==> config.mk <==
export PLATFORM = sky130hd
export DESIGN_NAME = pcu_div
export DESIGN_NICKNAME = d
export VERILOG_FILES = /design/src/rtl/pcu_div.sv
export SDC_FILE = /design/constraint.sdc
export NUM_CORES = 1
export LEC_CHECK = 0
export BUFFER_PORTS_ARGS = -buffer_cell sky130_fd_sc_hd__buf_2
export CAP_MARGIN = 25
export CORE_AREA = 2 2 126 79
export CTS_CLUSTER_SIZE = 24
export DETAILED_ROUTE_END_ITERATION = 10
export DIE_AREA = 0 0 128 81
export PLACE_DENSITY_LB_ADDON = 0.15
export SETUP_SLACK_MARGIN = 0.2
export SLEW_MARGIN = 5
export SYNTH_ARGS = -nofsm -noshare
export SYNTH_HDL_FRONTEND = slang
export SYNTH_SLANG_ARGS = --single-unit
==> constraint.sdc <==
create_clock -name clk -period 2.05 [get_ports clk]
set_input_delay 0.1025 -clock clk [delete_from_list [all_inputs] [get_ports clk]]
set_output_delay 0.1025 -clock clk [all_outputs]
set_load 0.01 [all_outputs]
==> src/rtl/pcu_div.sv <==
// Bit-serial restoring divider for unsigned operands.
module pcu_div #(
  parameter int NUM_W = 25,
  parameter int DEN_W = 7
) (
  input  logic             clk,
  input  logic             rst_n,
  input  logic             start,
  input  logic [NUM_W-1:0] num,
  input  logic [DEN_W-1:0] den,
  output logic             done,
  output logic [NUM_W-1:0] quo,
  output logic [DEN_W-1:0] rem
);

  localparam int CNT_W = $clog2(NUM_W + 1);

  logic             busy_r;
  logic             done_r;
  logic [CNT_W-1:0] cnt_r;
  logic [NUM_W-1:0] quo_r;
  logic [DEN_W-1:0] rem_r;
  logic [DEN_W-1:0] den_r;
  logic [DEN_W:0]   trial;
  logic             fits;

  assign trial = {rem_r, quo_r[NUM_W-1]};
  assign fits  = trial >= {1'b0, den_r};

  always_ff @(posedge clk) begin
    if (!rst_n) begin
      busy_r <= 1'b0;
      done_r <= 1'b0;
      cnt_r  <= '0;
    end else begin
      done_r <= 1'b0;
      if (start) begin
        busy_r <= 1'b1;
        cnt_r  <= CNT_W'(NUM_W);
        quo_r  <= num;
        rem_r  <= '0;
        den_r  <= den;
      end else if (busy_r) begin
        rem_r <= fits ? DEN_W'(trial - {1'b0, den_r}) : trial[DEN_W-1:0];
        quo_r <= {quo_r[NUM_W-2:0], fits};
        cnt_r <= cnt_r - CNT_W'(1);
        if (cnt_r == CNT_W'(1)) begin
          busy_r <= 1'b0;
          done_r <= 1'b1;
        end
      end
    end
  end

  assign done = done_r;
  assign quo  = quo_r;
  assign rem  = rem_r;

endmodule

==> impl_summary.md <==
Global route
The initial antenna violation count is 1. The total congestion overflow after global routing is 0. The total global-route track usage is 10.7%. The number of global-route vias before repair is 1651. Entering global routing, the biggest net connects 26 pins. The first global-routing pass estimated 8.40 mm of wire.

Yosys
The post-synth net total is 214. In this run the cell area of the synthesized design comes to 0.00226 sq mm. The portion of the post-synthesis area used by sequential elements is 58.0%. The proportion of register bits with asynchronous set or reset after synthesis is 0%. The Yosys warning count is 0. Dividing the synthesized area by the synthesized cell count gives 13.4 sq um.

The cell count after synthesis is 169. For this run, the leading register cell type out of synthesis is edfxtp_1. Counting distinct cell types in the post-synthesis netlist gives 35. Synthesis inferred 46 register bits. The number of enable flip-flop cells after synthesis is 39.

Detailed routing
In the routed layout, each cell is associated on average with a via count of 4.33. For this run, design rule violations remaining after detail routing come to 0. In this run, the number of DRC markers left after iteration 0 of detailed routing was 74. The number of nets with antenna violations after routing is 0. The detailed-route wire length is 5.20 mm. The detailed-route via count is 1651.

The total iterations of the first detailed-routing run is 4. In the final routed layout, each cell accounts on average for 13.7 um.

Power
Summed over all cells, the static leakage comes to 0.00126 uW. The power density over the cells is 796 mW/mm^2. The peak supply drop is 297 uV.

The clock network power share is 31.9%. Per report_power, the combinational group accounts for 22.1% of the total. In this run, flip-flops and latches consume 46.0% of the power. The switching share of power is 26.8%. The analysis attributes to net switching a power of 669 uW. The internal power component is 1830 uW.

Die
The full die area is 0.0104 sq mm. For this configuration, the core starts out at a cell density of 24.1%. The area inside the core boundary is 0.00939 sq mm. The floorplan step set the die height to 81 um. The horizontal die dimension is 128 um. The number of cell rows is 28. During I/O placement, the number of pins put on the boundary was 68.

Cells and area
Across the whole layout, storage elements account for 0.00131 sq mm. The top cell types in the final layout, fill and taps aside, are buf_2 (67), edfxtp_1 (39), mux2_2 (24), buf_4 (14), inv_1 (13). The most frequent standard cell in the layout excluding fill and tap cells is buf_2. The layout overhead on the synthesized area is 38.6%. 0 antenna diodes ended up in the layout. The net count of the finished layout is 305. The number of filler instances in the final layout is 943. The share of layout cells above drive strength 1 is 49.4%. The multi-input logic area is 973 sq um. The end-of-flow core utilization is 33.4%.

Timing
The hold violation total from the final report is 0. The maximum clock frequency is 500 MHz. Setup repair after global routing could not meet its margin everywhere. The remaining max-slew budget at the tightest pin is 75.0%. Setup violations remaining at the end of the flow were counted as 0. The worst setup skew after layout is 4.50 ps. After layout, the worst path uses 97.5% of the clock period.

On the final layout, the worst hold slack is 113 ps. The worst-margin pin slew is 375 ps. The minimum clock period after layout is 2000 ps. The total count of max-transition violations in the final report is 0.

Clock tree
The clock root buffer is clkbuf_16. Clock-pin slew was measured on the worst setup and hold paths at 60 ps. Clock tree synthesis inserted a total of 5 buffers. For this design, the sink count on the clock tree is 46. The maximum buffer depth of the clock tree is 2.

The clock tree from TritonCTS is done. Clock latency on the worst-skew pair, taken at its later pin, is 290 ps. The clock tree synthesis step divided the H-tree into 2 levels.

Setup path
In this design, the stage delay of the slowest critical-path cell is 350 ps. STA classifies the critical path endpoint as a flop. The launching point of the worst reg2reg path is quo[24]$_DFFE_PP_. The worst setup path is of the reg -> reg kind.

The count of buffering cells on the critical path with inverters included is 1. The cell type group with the largest total delay on the critical path is compound AO/OA/AOI/OAI gates. The endpoint of the most critical register-to-register path is rem[5]$_SDFFCE_PP0P_. The maximum fanout along the worst path is 8. The largest individual stage delay along the critical path comes from the cell edfxtp_1. The number of cells on the worst reg-to-reg path is 8. The data required time of the critical path is 2200 ps. The type of element launching the critical path is a flop. Walking the worst path, the cells encountered are inv_1 -> ha_2 -> fa_2 -> nand2b_4 -> o2bb2ai_4 -> a31o_4 -> a22o_1 -> a21oi_2. The setup slack of the worst register-to-register path is 50 ps. Data arrives at the worst endpoint at 2150 ps.

Status
The run finished with clean final reports.

Min path
The worst hold path begins at rst_n. The worst hold path terminates at cnt_r[4]$_SDFFE_PN0N_. The path class of the lowest-slack min-delay path is in -> reg.

The number of cells traversed by the worst hold path is 2.

Place
The half-perimeter wire length after placement is 3.84 mm. Port buffering added 67 buffers. The routability-driven placement congestion ratio is 0.793.

Run
The number of max-cap violations is 0.
-- through the flow --
step	cells	total power, uW	setup slack [ps]	area, sq um	setup TNS, ps
5_1_grt	381	2650	-16.0	3140	-46.8
2_1_floorplan	169	1470	71.4	2270	0
3_5_place_dp	362	1650	31.4	2820	0
6_report	381	2490	50.7	3140	0
4_1_cts	379	2510	55.0	3090	0
3_3_place_gp	362	1660	55.6	2820	0
-- repair_timing --
item | 4_1_cts | 5_1_grt
gates resized for setup | 10 | 7
endpoints found under the hold margin | 6 | 1
setup buffers | 3 | 1
endpoints found under the setup margin | 8 | 8
pin swaps | 8 | 7
cloned | 0 | 0
hold buffers | 6 | 1
-- registers in the layout, summed over array words and instances (netlist names) --
name,cells
rem,7
quo,25
done,1
busy_r,1
den_r,7
cnt_r,5
-- per-layer routing --
metal	routed length (um)	share of wire [%]	global-route usage [%]	vias up
met2	2180	42	15.3	45
li1	-	-	-	820
met5	13	0.25	0	-
met1	2620	50	15.0	774
met4	55	1.1	3.30	2
met3	331	6.4	4.02	10
-- layout make-up --
class / count / area share (%)
multi-input combinational: 106 / 31.0
inverter: 13 / 1.56
tap: 120 / 4.79
clock inverter: 3 / 0.519
sequential: 46 / 41.8
clock buffer: 5 / 3.99
timing repair buffer: 88 / 16.3
-- worst reg2reg max path, cell delays in order, from the launching register on --
cell and delay (ps):
edfxtp_1 350, inv_1 50, ha_2 190, fa_2 340, nand2b_4 160, o2bb2ai_4 130, a31o_4 270, a22o_1 250
a21oi_2 120
-- cell usage after synthesis, types with 2 or more instances --
cell type	number	area share, %
a22o_1	2	0.77
o21a_1	6	2.0
xor2_1	4	1.5
xnor2_1	2	0.77
o21ai_0	5	1.1
a21oi_1	8	1.8
nor3_1	7	1.5
nand3_1	5	1.1
nor4b_1	2	0.77
edfxtp_1	39	52
mux2_2	25	12
dfxtp_1	7	6.2
mux2i_1	2	0.88
nor2b_1	3	0.83
ha_1	9	5.0
nor2_1	6	1.0
nand2_1	3	0.50
a211oi_1	3	1.0
clkbuf_1	3	0.50
inv_1	13	2.2
-- worst max path at each step --
stage | cells after the start | slack, ps | endpoint | from
finish | 8 | 50 | rem[5]$_SDFFCE_PP0P_ | quo[24]$_DFFE_PP_
global route | 8 | -20 | rem[5]$_SDFFCE_PP0P_ | quo[24]$_DFFE_PP_
CTS | 7 | 60 | rem[5]$_SDFFCE_PP0P_ | den_r[0]$_DFFE_PP_
detailed placement | 8 | 30 | quo[0]$_DFFE_PP_ | quo[24]$_DFFE_PP_
global placement | 8 | 60 | rem[1]$_SDFFCE_PP0P_ | quo[24]$_DFFE_PP_
floorplan | 8 | 70 | rem[5]$_SDFFCE_PP0P_ | quo[24]$_DFFE_PP_
-- power groups by stage --
stage | Sequential (uW) | Combinational, uW | Clock, uW
floorplan | 1180 | 288 | 0
global placement | 1170 | 487 | 0
detailed placement | 1170 | 482 | 0
CTS | 1150 | 538 | 825
global route | 1160 | 612 | 879
finish | 1150 | 551 | 797
-- cells by family (layout without fill, tap and decap cells) --
family          after synthesis  after routing  share of synthesized area [%]
fa+ha+maj                    10             10                           5.86
flops                        46             46                           58.0
xor+xnor                      6              6                           2.32
compound gates               32             32                           10.2
mux                          27             27                           13.3
buf+inv                      17            109                           2.88
simple gates                 31             31                           7.41
Power figures use the tool's default switching activity.
